**config.mk**
```make
export PLATFORM = sky130hd
export DESIGN_NAME = c8x_ram
export DESIGN_NICKNAME = d
export VERILOG_FILES = /design/src/rtl/core/c8x_ram.sv
export SDC_FILE = /design/constraint.sdc
export NUM_CORES = 1
export LEC_CHECK = 0
export BUFFER_PORTS_ARGS = -buffer_cell sky130_fd_sc_hd__buf_2
export CAP_MARGIN = 10
export CORE_ASPECT_RATIO = 0.9
export CORE_MARGIN = 8
export CORE_UTILIZATION = 30
export DETAILED_ROUTE_END_ITERATION = 12
export SLEW_MARGIN = 30
export SYNTH_ARGS = -nofsm -noshare
export SYNTH_HDL_FRONTEND = slang
export SYNTH_SLANG_ARGS = --single-unit
```
**constraint.sdc**
```tcl
create_clock -name clk -period 2.8 [get_ports clk]
set_input_delay 0.14 -clock clk [delete_from_list [all_inputs] [get_ports clk]]
set_output_delay 0.14 -clock clk [all_outputs]
set_load 0.05 [all_outputs]
```
**src/rtl/core/c8x_ram.sv**
```systemverilog
// Generic single-write, single-read RAM with registered read data.
`default_nettype none
module c8x_ram #(
  parameter int WIDTH = 8,
  parameter int DEPTH = 16
) (
  input  wire logic                     clk,
  input  wire logic                     we,
  input  wire logic [$clog2(DEPTH)-1:0] waddr,
  input  wire logic [WIDTH-1:0]         wdata,
  input  wire logic [$clog2(DEPTH)-1:0] raddr,
  output      logic [WIDTH-1:0]         rdata
);

  logic [WIDTH-1:0] store [DEPTH];

  always_ff @(posedge clk) begin
    if (we) begin
      store[waddr] <= wdata;
    end
    rdata <= store[raddr];
  end

endmodule
`default_nettype wire

```
==> results.txt <==
Tmin final - 1.65 ns
Yosys cell types - 19
reg2reg setup slack - 1.39 ns
CTS Sinks - 136
GRT overflow - 0
Post-route DRC - 0
dpl hpwl - 6760 microns
post-CTS setup buffers - 0
Worst slew margin - 0.382
Pwr per Cell Area - 783 mW/mm^2
wire per inst - 21.4 microns
Mean Syn Cell Area - 22.5 sq um
final setup vio count - 0
vias in the first global route - 2562
clock-pin transition on the worst setup and hold timing paths - 0.06 ns
Max Cap Violations - 0
R2R Path Start - store[2][4]$_DFFE_PP_
WP data arrival - 1.93 ns
crit path launch type - input pin
Hold Path Sink - store[15][3]$_DFFE_PP_
post-synthesis register bit count - 136
drt via density - 4.82
Clk Latency, worst-skew pair - 0.41 ns
Hold WC Path Type - in -> reg
worst-margin pin slew - 0.923 ns
fin worst setup slack - 1.15 ns
cts hold-fix bufs - 0
outcome - completed
final wirelength - 10800 microns
H-tree level count - 4
Sum Neg Setup Slack - 0 ns
r2r worst-path depth - 3
Crit-path slowest cell - buf_2
overall die area - 0.0216 sq mm
fin. max-slew vios - 0
core area - 0.0168 sq mm
layout cell share with drive strength beyond 1 - 0.320
fill count - 1487
CTS tree - yes
slowest cell delay on critical path - 0.60 ns
# resized after CTS - 0
via count - 2434
synthesized cell area - 0.00515 sq mm
VDD IR max - 583 uV
yosys warns - 0
Buffers on Ports - 25
row count - 45
Crit. End Element - register
RD Place Congestion - 0.681
hold path start - wdata[3]
CTS max path bufs - 2
# diodes - 0
post-route clock period utilization - 0.589
Achievable Freq - 607 MHz
All-Layer GR Usage - 0.105
CP Data Required Time - 3.09 ns
WP buf/inv - 2
largest net degree at the start of global routing - 23
CP max FO - 22
Worst path top cell family by delay - buffers and inverters
Post-Synthesis Cells - 229
Final nets - 299
WHS Path Cells - 1
first-pass GRT wire length - 16200 microns
antenna violations before repair - 0
Synth Net Count - 247
worst path cell trace - buf_2, buf_4, mux4_1, a22oi_1, nand2_1
Initial Util - 0.306
R2R Path End - rdata[4]$_DFF_P_
area taken by multi-input logic gates - 0.00106 sq mm
Fin Clk Skew - 0.00760 ns
Root Buffer - clkbuf_16
total CTS buffers - 17
Pre-Repair DR Iteration Count - 5
RSZ-0062 raised after global routing - no
post-route ant nets - 0
register area share after synthesis - 0.778
flip-flop and latch area - 0.00400 sq mm
endpoints failing hold - 0
Lkg Pwr - 2.08 nW
IO Pins - 26
Iter 0 DRT Violations - 209
die width - 154 microns
pre-CTS setup slack - 0.705 ns
Layout Area Growth over Synthesis - 20.7%
Die Span Y - 140 microns
Crit Path Class - in -> reg
==> layer usage <==
| layer | GRT usage | vias to the layer above | wire [microns] |
|---|---|---|---|
| li1 | - | 1077 | - |
| met1 | 0.134 | 1260 | 4750 |
| met2 | 0.163 | 85 | 5030 |
| met3 | 0.0341 | 12 | 878 |
| met4 | 0.0386 | 0 | 126 |
| met5 | 0 | - | 0 |
==> logic make-up (layout without fill, tap and decap cells) <==
| kind of cell | count (synthesis) | after routing | synth area share |
|---|---|---|---|
| AOI/OAI and AO/OA | 16 | 16 | 0.0233 |
| buffers and inverters | 10 | 75 | 0.0168 |
| DFF | 136 | 136 | 0.778 |
| muxes | 32 | 32 | 0.150 |
| and+or+nand+nor | 35 | 35 | 0.0318 |
==> flip-flops by register name, summed over array words and instances, names as in the netlist <==
register  cells
rdata         8
store       128
==> cells in the mapped netlist <==
cell type | n | area (sq um)
nor2_1 | 13 | 48.8
buf_4 | 1 | 7.51
and2b_1 | 1 | 7.51
nand3_1 | 1 | 5.00
nor2b_1 | 1 | 6.26
mux4_2 | 18 | 405
mux4_1 | 14 | 368
a22oi_1 | 16 | 120
dfxtp_1 | 8 | 160
and2_1 | 1 | 6.26
nand3b_1 | 2 | 15.0
buf_6 | 3 | 33.8
buf_2 | 3 | 15.0
nand2_1 | 9 | 33.8
nand2b_1 | 2 | 12.5
or3b_2 | 1 | 8.76
clkdlybuf4s25_2 | 3 | 30.0
nor3_1 | 4 | 20.0
edfxtp_1 | 128 | 3840
==> power by group <==
part / internal (mW) / leakage [nW] / switching (mW) / total, mW
combinational: 0.0888 / 0.565 / 0.167 / 0.256
sequential: 2.28 / 1.22 / 0.0126 / 2.29
clock: 1.49 / 0.291 / 0.832 / 2.32
==> layout by cell type (no fill, tap or decap), drive strengths merged <==
cell,instances
clkinvlp,5
nand2,9
nor2b,1
nor3,4
mux4,32
and2b,1
nor2,13
edfxtp,128
bufinv,4
clkinv,5
nand2b,2
nand3b,2
a22oi,16
nand3,1
and2,1
dfxtp,8
clkbuf,17
or3b,1
buf,43
inv,1
==> per-stage QoR <==
step	cells	hold WS [ns]	cell area (sq um)	utilization	total power, mW
2_1_floorplan	229	0.239	5150	-	2.49
3_3_place_gp	473	0.508	5590	0.332	2.58
3_5_place_dp	473	0.533	5590	0.332	2.59
4_1_cts	505	0.0895	6210	0.369	4.91
5_1_grt	505	0.101	6210	0.369	5.01
6_report	505	0.110	6210	0.369	4.87
==> cell type report <==
type,count,share of cell area
clock inverters,15,0.0326
clock buffers,17,0.0685
flip-flops and latches,136,0.644
multi-input cells,83,0.170
well taps,211,0.0425
repair buffers,43,0.0419
==> worst register-to-register path: cells and delay by family (launching register included) <==
family,cells,cell delay (ns)
compound gates,1,0.36
flops,1,0.36
mux,1,0.48
simple gates,1,0.09
==> worst max-delay path by stage <==
stage / cells after the start / from / endpoint
finish: 5 / raddr[0] / rdata[4]$_DFF_P_
global route: 5 / raddr[0] / rdata[1]$_DFF_P_
CTS: 5 / raddr[0] / rdata[1]$_DFF_P_
detailed placement: 5 / raddr[0] / rdata[4]$_DFF_P_
floorplan: 2 / waddr[2] / store[0][0]$_DFFE_PP_
global placement: 5 / raddr[0] / rdata[5]$_DFF_P_
No activity file was read; power rests on OpenSTA's default activity.
