$ cat src/rtl/core/c8x_pkg.sv
// Shared types, codes and the font table of the instruction executor.
`default_nettype none
package c8x_pkg;

  localparam int MEM_DEPTH   = 4096;
  localparam int DISP_WIDTH  = 64;
  localparam int DISP_HEIGHT = 32;
  localparam int FONT_BYTES  = 80;
  localparam logic [11:0] PC_RESET = 12'h200;

  typedef struct packed {
    logic [2:0]  mode;
    logic [11:0] addr;
    logic [7:0]  wdata;
    logic [7:0]  rand_byte;
    logic [3:0]  key_code;
  } in_t;

  typedef struct packed {
    logic [1:0]  status;
    logic [11:0] prog_counter;
    logic [63:0] peek_data;
    logic        sound_on;
  } out_t;

  typedef enum logic [2:0] {
    MODE_EXEC  = 3'd0,
    MODE_TICK  = 3'd1,
    MODE_WRITE = 3'd2,
    MODE_READ  = 3'd3,
    MODE_ROW   = 3'd4,
    MODE_KDOWN = 3'd5,
    MODE_KUP   = 3'd6,
    MODE_NONE  = 3'd7
  } mode_t;

  localparam logic [1:0] ST_DONE = 2'd0;
  localparam logic [1:0] ST_WAIT = 2'd1;
  localparam logic [1:0] ST_HALT = 2'd2;

  localparam logic [3:0] OP_SYS  = 4'h0;
  localparam logic [3:0] OP_JP   = 4'h1;
  localparam logic [3:0] OP_CALL = 4'h2;
  localparam logic [3:0] OP_SEI  = 4'h3;
  localparam logic [3:0] OP_SNEI = 4'h4;
  localparam logic [3:0] OP_SE   = 4'h5;
  localparam logic [3:0] OP_LDI  = 4'h6;
  localparam logic [3:0] OP_ADDI = 4'h7;
  localparam logic [3:0] OP_ALU  = 4'h8;
  localparam logic [3:0] OP_SNE  = 4'h9;
  localparam logic [3:0] OP_LDIX = 4'hA;
  localparam logic [3:0] OP_JPV  = 4'hB;
  localparam logic [3:0] OP_RND  = 4'hC;
  localparam logic [3:0] OP_DRW  = 4'hD;
  localparam logic [3:0] OP_KEY  = 4'hE;
  localparam logic [3:0] OP_MISC = 4'hF;

  localparam logic [7:0] NN_CLS  = 8'he0;
  localparam logic [7:0] NN_RET  = 8'hee;
  localparam logic [7:0] NN_SKP  = 8'h9e;
  localparam logic [7:0] NN_SKNP = 8'ha1;
  localparam logic [7:0] FX_GDT  = 8'h07;
  localparam logic [7:0] FX_WKEY = 8'h0a;
  localparam logic [7:0] FX_SDT  = 8'h15;
  localparam logic [7:0] FX_SST  = 8'h18;
  localparam logic [7:0] FX_ADDI = 8'h1e;
  localparam logic [7:0] FX_FONT = 8'h29;
  localparam logic [7:0] FX_BCD  = 8'h33;
  localparam logic [7:0] FX_STOR = 8'h55;
  localparam logic [7:0] FX_LOAD = 8'h65;

  typedef enum logic [3:0] {
    ALU_MOV  = 4'h0,
    ALU_OR   = 4'h1,
    ALU_AND  = 4'h2,
    ALU_XOR  = 4'h3,
    ALU_ADD  = 4'h4,
    ALU_SUB  = 4'h5,
    ALU_SHR  = 4'h6,
    ALU_SUBN = 4'h7,
    ALU_SHL  = 4'hE
  } alu_op_t;

  function automatic alu_op_t alu_op_of(logic [3:0] n);
    alu_op_t r;
    case (n)
      4'h1: r = ALU_OR;
      4'h2: r = ALU_AND;
      4'h3: r = ALU_XOR;
      4'h4: r = ALU_ADD;
      4'h5: r = ALU_SUB;
      4'h6: r = ALU_SHR;
      4'h7: r = ALU_SUBN;
      4'hE: r = ALU_SHL;
      default: r = ALU_MOV;
    endcase
    return r;
  endfunction

  function automatic logic [7:0] font_byte(logic [6:0] a);
    logic [7:0] r;
    case (a)
      7'd0: r = 8'hf0;  7'd1: r = 8'h90;  7'd2: r = 8'h90;  7'd3: r = 8'h90;
      7'd4: r = 8'hf0;  7'd5: r = 8'h20;  7'd6: r = 8'h60;  7'd7: r = 8'h20;
      7'd8: r = 8'h20;  7'd9: r = 8'h70;  7'd10: r = 8'hf0; 7'd11: r = 8'h10;
      7'd12: r = 8'hf0; 7'd13: r = 8'h80; 7'd14: r = 8'hf0; 7'd15: r = 8'hf0;
      7'd16: r = 8'h10; 7'd17: r = 8'hf0; 7'd18: r = 8'h10; 7'd19: r = 8'hf0;
      7'd20: r = 8'h90; 7'd21: r = 8'h90; 7'd22: r = 8'hf0; 7'd23: r = 8'h10;
      7'd24: r = 8'h10; 7'd25: r = 8'hf0; 7'd26: r = 8'h80; 7'd27: r = 8'hf0;
      7'd28: r = 8'h10; 7'd29: r = 8'hf0; 7'd30: r = 8'hf0; 7'd31: r = 8'h80;
      7'd32: r = 8'hf0; 7'd33: r = 8'h90; 7'd34: r = 8'hf0; 7'd35: r = 8'hf0;
      7'd36: r = 8'h10; 7'd37: r = 8'h20; 7'd38: r = 8'h40; 7'd39: r = 8'h40;
      7'd40: r = 8'hf0; 7'd41: r = 8'h90; 7'd42: r = 8'hf0; 7'd43: r = 8'h90;
      7'd44: r = 8'hf0; 7'd45: r = 8'hf0; 7'd46: r = 8'h90; 7'd47: r = 8'hf0;
      7'd48: r = 8'h10; 7'd49: r = 8'hf0; 7'd50: r = 8'hf0; 7'd51: r = 8'h90;
      7'd52: r = 8'hf0; 7'd53: r = 8'h90; 7'd54: r = 8'h90; 7'd55: r = 8'he0;
      7'd56: r = 8'h90; 7'd57: r = 8'he0; 7'd58: r = 8'h90; 7'd59: r = 8'he0;
      7'd60: r = 8'hf0; 7'd61: r = 8'h80; 7'd62: r = 8'h80; 7'd63: r = 8'h80;
      7'd64: r = 8'hf0; 7'd65: r = 8'he0; 7'd66: r = 8'h90; 7'd67: r = 8'h90;
      7'd68: r = 8'h90; 7'd69: r = 8'he0; 7'd70: r = 8'hf0; 7'd71: r = 8'h80;
      7'd72: r = 8'hf0; 7'd73: r = 8'h80; 7'd74: r = 8'hf0; 7'd75: r = 8'hf0;
      7'd76: r = 8'h80; 7'd77: r = 8'hf0; 7'd78: r = 8'h80; 7'd79: r = 8'h80;
      default: r = 8'h00;
    endcase
    return r;
  endfunction

endpackage
`default_nettype wire

$ cat src/rtl/core/c8x_alu.sv
// Shared 8-bit arithmetic, logic, shift and compare unit.
`default_nettype none
module c8x_alu import c8x_pkg::*; (
  input  wire alu_op_t    op,
  input  wire logic [7:0] a,
  input  wire logic [7:0] b,
  output      logic [7:0] res,
  output      logic       flag,
  output      logic       eq
);

  logic [8:0] sum;

  assign sum = {1'b0, a} + {1'b0, b};
  assign eq  = (a == b);

  always_comb begin
    res  = b;
    flag = 1'b0;
    case (op)
      ALU_MOV:  res = b;
      ALU_OR:   res = a | b;
      ALU_AND:  res = a & b;
      ALU_XOR:  res = a ^ b;
      ALU_ADD: begin
        res  = sum[7:0];
        flag = sum[8];
      end
      ALU_SUB: begin
        res  = a - b;
        flag = (a >= b);
      end
      ALU_SHR: begin
        res  = {1'b0, a[7:1]};
        flag = a[0];
      end
      ALU_SUBN: begin
        res  = b - a;
        flag = (b >= a);
      end
      ALU_SHL: begin
        res  = {a[6:0], 1'b0};
        flag = a[7];
      end
      default: res = b;
    endcase
  end

endmodule
`default_nettype wire

$ cat config.mk
export PLATFORM = sky130hd
export DESIGN_NAME = c8x_alu
export DESIGN_NICKNAME = d
export VERILOG_FILES = /design/src/rtl/core/c8x_pkg.sv /design/src/rtl/core/c8x_alu.sv
export SDC_FILE = /design/constraint.sdc
export NUM_CORES = 1
export LEC_CHECK = 0
export BUFFER_PORTS_ARGS = -buffer_cell sky130_fd_sc_hd__buf_4
export CORE_UTILIZATION = 30
export DETAILED_ROUTE_END_ITERATION = 10
export PLACE_DENSITY = 0.59
export SLEW_MARGIN = 15
export SYNTH_ARGS = -nofsm -noshare
export SYNTH_HDL_FRONTEND = slang
export SYNTH_SLANG_ARGS = --single-unit
$ cat constraint.sdc
create_clock -name vclk -period 2.45
set_input_delay 0.245 -clock vclk [all_inputs]
set_output_delay 0.245 -clock vclk [all_outputs]
set_load 0.01 [all_outputs]
==> results.cfg, run 1 <==
[die]
design.core.area_um2 = 6060
pin_count = 30
start_util_pct = 32.0
fp.dieW_um = 82.4
rows = 28
die-area_um2 = 6790
die_y_um = 82.4

[logic_synthesis]
synth_top_family_by_area = compound AO/OA/AOI/OAI gates
synth_mux_area_share_pct = 3.74
netlist_instances = 282
yosys.area_share.simple_pct = 25.2
syn_nets = 337
ys_types = 64
yosysWarnings = 0
synth_compound_area_share_pct = 36.1
synth_seq_area_share_pct = 0
syn_avg_cell_area_um2 = 6.88
synth_fa_ha_area_share_pct = 23.7
synth_area_um2 = 1940
yosys.area_share.xor_xnor_pct = 1.81

[global_routing]
grt_antenna_before_repair = 0
gr-usage-all-layers_pct = 20.9
grt_overflow = 0
grt_pass1_wl_mm = 11.1
grt_pass1_vias = 2241
grt_max_degree = 29

[sta]
min_period_ps = 2420
fin_tns_setup_ps = 0
finalHoldViolCount = 0
slew_headroom_pct = 67.3
finalCritPeriodShare_pct = 98.7
clock.fmax_mhz = 414
rsz0062_at_grt = true
drv_slew = 0
holdWs_ps = 855
setup_viol = 0
worstMarginPinSlew_ps = 488

[route]
vias_per_cell = 5.75
routedWlPerCell_um = 16.7
routed_wl_mm = 7.01
vias = 2413
ant_nets = 0
firstDrtPassIters = 5
drt_iter0_drc = 125
drc_errors = 0

[power_and_ir_drop]
peakVddDrop_mv = 0.0942
p_per_area_nw_per_um2 = 220
leakage_nw = 1.22
total_power_mw = 0.597

[clock_network]
ctsHoldBuffers = 0

[worst_setup_path]
crit_end = flag
path_class = input port to primary output
critPathLaunch = a[5]
critPathMaxFanout = 8
timing.critical_path.to_type = primary output
worstPathRequired_ps = 2200
cp-start-kind = input port
critical_path_arrival_ps = 2170

[layout]
flops_and_latches = 0
diodes = 0
area_growth_pct = 39.7
drive_gt1_share_pct = 33.9
utilization_pct = 44.7
multiInputGateArea_um2 = 1880
seq_area_um2 = 0
clock_buffers = 0
fill_cells = 625
fin_nets = 402

[run_status]
status = complete, no violations

[flow_run]
drv_cap = 0

[place]
numPortBuffers = 30
place_congestion = 0.918
hpwl_mm = 5.39

[min_path]
worstHoldPathType = input port to primary output
[kinds of logic (layout without fill, tap and decap cells)]
kind of cell / after synthesis / count (layout)
and+or+nand+nor: 90 / 90
adders and majority gates: 35 / 35
buffers and inverters: 43 / 106
xor gates and xnor gates: 4 / 4
muxes: 7 / 7
AOI/OAI and AO/OA: 103 / 103
[worst max-delay path, stage by stage]
cell     delay (ps)
buf_4           110
inv_1            60
ha_1            400
buf_4           200
inv_2            70
a21oi_1         250
buf_4           170
o21ba_2         120
o21ai_0          60
a21oi_1         240
nand2_1          90
buf_4           150
[routing by layer]
layer / wire length (um) / vias to the layer above / track usage, % / share of wire (%)
met3: 405 / 3 / 0.440 / 5.8
met1: 3370 / 1145 / 30.4 / 48
li1: - / 1173 / - / -
met2: 3210 / 92 / 35.0 / 46
met5: 0 / - / 0 / 0
met4: 27 / 0 / 2.63 / 0.38
[final cells by class]
type,count,share of cell area (%)
inverter,25,3.69
tap,75,3.46
timing repair buffer,81,23.6
multi-input combinational,239,69.3
[cells in the mapped netlist, types with 3 or more instances]
cell type / instances / share of area, %
a211oi_1: 5 / 1.9
buf_2: 11 / 2.8
o221ai_1: 3 / 1.4
fa_1: 3 / 3.1
ha_1: 32 / 21
nand2_1: 21 / 4.1
a21oi_1: 26 / 6.7
nand3_1: 5 / 1.3
or3_1: 4 / 1.3
xnor2_1: 3 / 1.4
mux2i_1: 5 / 2.6
o21ai_0: 19 / 4.9
nor4_1: 4 / 1.3
a211o_1: 3 / 1.4
clkbuf_1: 4 / 0.77
nand2b_1: 10 / 3.2
nor2b_1: 6 / 1.9
o22ai_1: 11 / 3.5
and3_1: 4 / 1.3
nor2_1: 19 / 3.7
inv_1: 23 / 4.5
nor3_1: 8 / 2.1
o21ai_1: 3 / 0.77
[where the power goes]
group,switching (mW),internal [mW]
Sequential,0,0
Combinational,0.313,0.284
Clock,0,0
[worst min-delay path by stage]
stage | startpoint | end | slack, ps | depth (start not counted)
after global placement | b[7] | res[7] | 860 | 3
after detailed placement | b[7] | res[7] | 860 | 3
after CTS | b[7] | res[7] | 860 | 3
final | b[7] | res[7] | 850 | 3
after global routing | b[7] | res[7] | 860 | 3
after floorplan | b[7] | res[7] | 650 | 1
[placed cells by master (no fill, tap or decap), types with 3 or more instances in the layout]
master and instances:
buf_6 3, a21oi_1 22, ha_4 3, a21oi_2 4, buf_4 76, nor3_1 8
ha_1 28, and3_1 4, o21ai_1 4, a211oi_2 6, inv_1 20, inv_2 3
o21ai_0 18, or3_1 3, nand3_1 5, nand2_1 21, mux2i_1 5, nand2b_1 10
a211o_1 3, o221ai_1 3, nor2b_1 6, fa_2 3, nor2_1 19, xnor2_1 3
o22ai_1 11, nor4_1 3
[through the flow]
step                      area [um^2]  setup WS, ps  std cells
final                            2710          32.8        420
after global routing             2710         -81.9        420
after CTS                        2580          4.23        418
after detailed placement         2550          -103        418
after global placement           2550         -98.6        418
after floorplan                  1940           239        282
[repair_timing]
item / 4_1_cts / 5_1_grt
pin swaps: 3 / 10
setup endpoints to repair: 3 / 5
setup buffers: 0 / 2
gates resized for setup: 9 / 26
No activity file was read; power rests on OpenSTA's default activity.
==> run 2: changes to the inputs <==
--- a/config.mk
+++ b/config.mk
@@ -8,6 +8,7 @@
 export BUFFER_PORTS_ARGS = -buffer_cell sky130_fd_sc_hd__buf_4
 export CORE_UTILIZATION = 30
 export DETAILED_ROUTE_END_ITERATION = 10
+export GPL_TIMING_DRIVEN = 0
 export PLACE_DENSITY = 0.59
 export SLEW_MARGIN = 15
 export SYNTH_ARGS = -nofsm -noshare
==> constraint.sdc (replaced) <==
create_clock -name vclk -period 3.11
set_input_delay 0.311 -clock vclk [all_inputs]
set_output_delay 0.311 -clock vclk [all_outputs]
set_load 0.01 [all_outputs]
==> run 2 against run 1 <==
Net effect:
- setup slack improved by 160 ps
- die area unchanged
- routed wire length decreased by 2.6%
- sequential share of layout area is the same
- worst hold slack better by 150 ps
==> results.cfg, run 2 (synthesis results as in run 1) <==
[run_status]
status = complete, no violations

[layout]
drive_gt1_share_pct = 18.0
flops_and_latches = 0
fill_cells = 652
utilization_pct = 37.4
multiInputGateArea_um2 = 1770
mostFrequentLayoutCell = ha_1
final_cells = 386
fin_nets = 368
post-route-cell-area_um2 = 2270
clock_buffers = 0
seq_area_um2 = 0
area_growth_pct = 16.8
most-common-layout-cells = ha_1 (32), buf_4 (29), a21oi_1 (26)
diodes = 0

[worst_setup_path]
cp-start-kind = input port
path_common_cell = buf_4
critPathLaunch = a[2]
crit_path_top_delay_cell = a211oi_2
critPathMaxFanout = 9
timing.critical_path.to_type = primary output
crit_end = res[3]
worstPathRequired_ps = 2800
slowest_delay_ps = 440
cp_cell_sequence = buf_4 > inv_1 > ha_1 > buf_2 > inv_2 > a211oi_2 > mux2i_1 > xnor2_1 > and3_1 > or3_1 > buf_4
path_class = input port to primary output
critical_path_arrival_ps = 2610

[power_and_ir_drop]
peakVddDrop_mv = 0.0576
combPwrFrac_pct = 100.0
seqPwrFrac_pct = 0
swShare_pct = 59.4
p_int_mw = 0.156
p_per_area_nw_per_um2 = 170
p_clk_share_pct = 0
total_power_mw = 0.385
p_sw_mw = 0.228
leakage_nw = 1.02

[route]
firstDrtPassIters = 5
routedWlPerCell_um = 17.7
drc_errors = 0
routed_wl_mm = 6.83
vias_per_cell = 6.05
drt_iter0_drc = 229
ant_nets = 0
vias = 2334

[global_routing]
grt_max_degree = 11
grt_antenna_before_repair = 0
grt_pass1_vias = 2230
grt_pass1_wl_mm = 11.0
grt_overflow = 0
gr-usage-all-layers_pct = 21.0

[die]
rows = 28
die_y_um = 82.4
design.core.area_um2 = 6060
die-area_um2 = 6790
pin_count = 30
fp.dieW_um = 82.4
start_util_pct = 32.0

[sta]
finalHoldViolCount = 0
finalCritPeriodShare_pct = 93.9
drv_slew = 0
min_period_ps = 2920
holdWs_ps = 1000
worstMarginPinSlew_ps = 591
rsz0062_at_grt = false
setup_viol = 0
clock.fmax_mhz = 342
slew_headroom_pct = 60.2

[place]
place_congestion = 0.883
place_inst = 386
hpwl_mm = 5.27
placed_area_um2 = 2250
numPortBuffers = 29

[min_path]
hp-start = b[7]
worstHoldPathType = input port to primary output

[clock_network]
ctsHoldBuffers = 0
ctsResizeCount = 0
postCtsSetupBuffers = 0

[flow_run]
drv_cap = 0
[run 2: cell types whose count changed in the layout (fill, tap and decap cells not counted), sizes merged]
cell,before,now
clkinvlp,1,0
buf,81,43
clkbuf,0,4
inv,24,25
[run 2: per-layer routing]
layer  GRT usage [%]  vias to the layer above  wire (um)  part of all wire, %
met5               0                        -          0                    0
met4            6.32                        0        155                  2.3
met3           0.989                       21        493                  7.2
met2            33.8                      126       3070                   45
met1            29.8                     1091       3120                   46
li1                -                     1096          -                    -
[run 2: layout make-up]
type / count / area share (%)
multi-input cells: 239 / 78.2
repair buffers: 29 / 9.61
inverters: 25 / 4.14
well taps: 75 / 4.14
plain buffers: 18 / 3.92
[run 2: power groups by stage]
stage	sequential [mW]	combinational (mW)	clock, mW
2_1_floorplan	0	0.247	0
3_3_place_gp	0	0.373	0
3_5_place_dp	0	0.371	0
4_1_cts	0	0.373	0
5_1_grt	0	0.421	0
6_report	0	0.385	0
[run 2: how the worst min path moves through the flow]
stage / end / cells after the start / slack (ps)
3_3_place_gp: res[7] / 3 / 990
3_5_place_dp: res[7] / 3 / 1000
6_report: res[7] / 3 / 1000
5_1_grt: res[7] / 3 / 1020
4_1_cts: res[7] / 3 / 1000
2_1_floorplan: res[7] / 1 / 780
[run 2: worst max-delay path: cells and delay by family]
kind                       cells  cell delay [ps]
AOI/OAI and AO/OA              1              440
muxes                          1              180
buffers and inverters          5              690
xor gates and xnor gates       1              150
and+or+nand+nor                2              550
adders and majority gates      1              270
[run 2: through the flow]
step	setup slack, ps	setup TNS, ps
finish	189	0
global route	36.6	0
CTS	21.6	0
detailed placement	23.1	0
global placement	-12.0	-12.0
floorplan	767	0
==> run 3: changes to the inputs <==
==> constraint.sdc (replaced) <==
create_clock -name vclk -period 2.99
set_input_delay 0.299 -clock vclk [all_inputs]
set_output_delay 0.299 -clock vclk [all_outputs]
set_load 0.01 [all_outputs]
==> run 3 against run 2 <==
Net effect:
- sequential share of layout area stayed put
- combinational power rose by 5%
- critical path type unchanged
- first-iteration DRC count up 4.4%
==> results.cfg, run 3 (synthesis results as in run 1) <==
[route]
ant_nets = 0
vias = 2326
drc_errors = 0
firstDrtPassIters = 7
drt_iter0_drc = 239
routed_wl_mm = 6.81
vias_per_cell = 6.03
routedWlPerCell_um = 17.6

[layout]
mostFrequentLayoutCell = ha_1
seq_area_um2 = 0
clock_buffers = 0
post-route-cell-area_um2 = 2270
multiInputGateArea_um2 = 1780
fin_nets = 368
flops_and_latches = 0
final_cells = 386
drive_gt1_share_pct = 18.0
most-common-layout-cells = ha_1 (32), buf_4 (29), a21oi_1 (26)
area_growth_pct = 17.2
diodes = 0
fill_cells = 651

[global_routing]
grt_antenna_before_repair = 0
grt_pass1_vias = 2243
gr-usage-all-layers_pct = 21.1
grt_max_degree = 11
grt_pass1_wl_mm = 11.1
grt_overflow = 0

[power_and_ir_drop]
p_per_area_nw_per_um2 = 177
peakVddDrop_mv = 0.0602
leakage_nw = 1.02
total_power_mw = 0.403

[worst_setup_path]
worstPathRequired_ps = 2690
timing.critical_path.to_type = primary output
cp-start-kind = input port
path_class = input port to primary output
critPathLaunch = a[1]
critPathMaxFanout = 6
critical_path_arrival_ps = 2540

[sta]
fin_tns_setup_ps = 0
finalHoldViolCount = 0
drv_slew = 0
clock.fmax_mhz = 352
slew_headroom_pct = 60.8
worstMarginPinSlew_ps = 583
finalCritPeriodShare_pct = 94.9
rsz0062_at_grt = false
min_period_ps = 2840
setup_viol = 0

[clock_network]
postCtsSetupBuffers = 0

[flow_run]
drv_cap = 0

[place]
placed_area_um2 = 2250
numPortBuffers = 29
place_inst = 386
hpwl_mm = 5.27
place_congestion = 0.883

[die]
die-area_um2 = 6790
rows = 28
start_util_pct = 32.0
design.core.area_um2 = 6060
pin_count = 30
die_y_um = 82.4
fp.dieW_um = 82.4

[min_path]
hold-path-cell-count = 3
worstHoldPathType = input port to primary output
hp-start = b[7]

[run_status]
status = complete, no violations
run 3: cell count changes in the layout (fill, tap and decap cells not counted):
cell,change
a211oi_2,-1
a211oi_4,+1
run 3: critical path: stages:
cell      delay (ps)
buf_4            120
inv_1            130
ha_1             460
a211oi_1         150
a211oi_2         380
and3_1           250
mux2i_1          210
o21ai_1           90
o32a_1           300
buf_4            150
run 3: layer usage:
| metal | track usage, % | vias up | share of wire [%] |
|---|---|---|---|
| li1 | - | 1093 | - |
| met1 | 29.7 | 1089 | 45 |
| met2 | 34.5 | 132 | 45 |
| met3 | 0.989 | 12 | 7.7 |
| met4 | 6.32 | 0 | 1.8 |
| met5 | 0 | - | 0 |
run 3: stage by stage:
step / hold slack (ps) / setup WS (ps) / utilization [%]
final: 972 / 152 / 37.5
after global placement: 970 / -108 / 37.1
after global routing: 994 / 8.96 / 37.5
after floorplan: 753 / 671 / -
after CTS: 977 / 39.4 / 37.3
after detailed placement: 976 / -72.9 / 37.1
run 3: cell type report:
type,instances,share of cell area [%]
repair buffers,29,9.58
multi-input cells,239,78.3
inverters,25,4.13
plain buffers,18,3.91
well taps,75,4.13
run 3: final timing paths:
path / endpoint / slack [ps]
setup / recovery: res[7] / 150
hold / removal: res[7] / 970
run 3: repair_timing:
action,4_1_cts,5_1_grt
hold buffers,0,0
resized for setup,2,2
endpoints found under the setup margin,1,2
run 3: where the power goes:
group | internal [mW] | switching, mW
Combinational | 0.164 | 0.239
Clock | 0 | 0
Sequential | 0 | 0
Total | 0.164 | 0.239
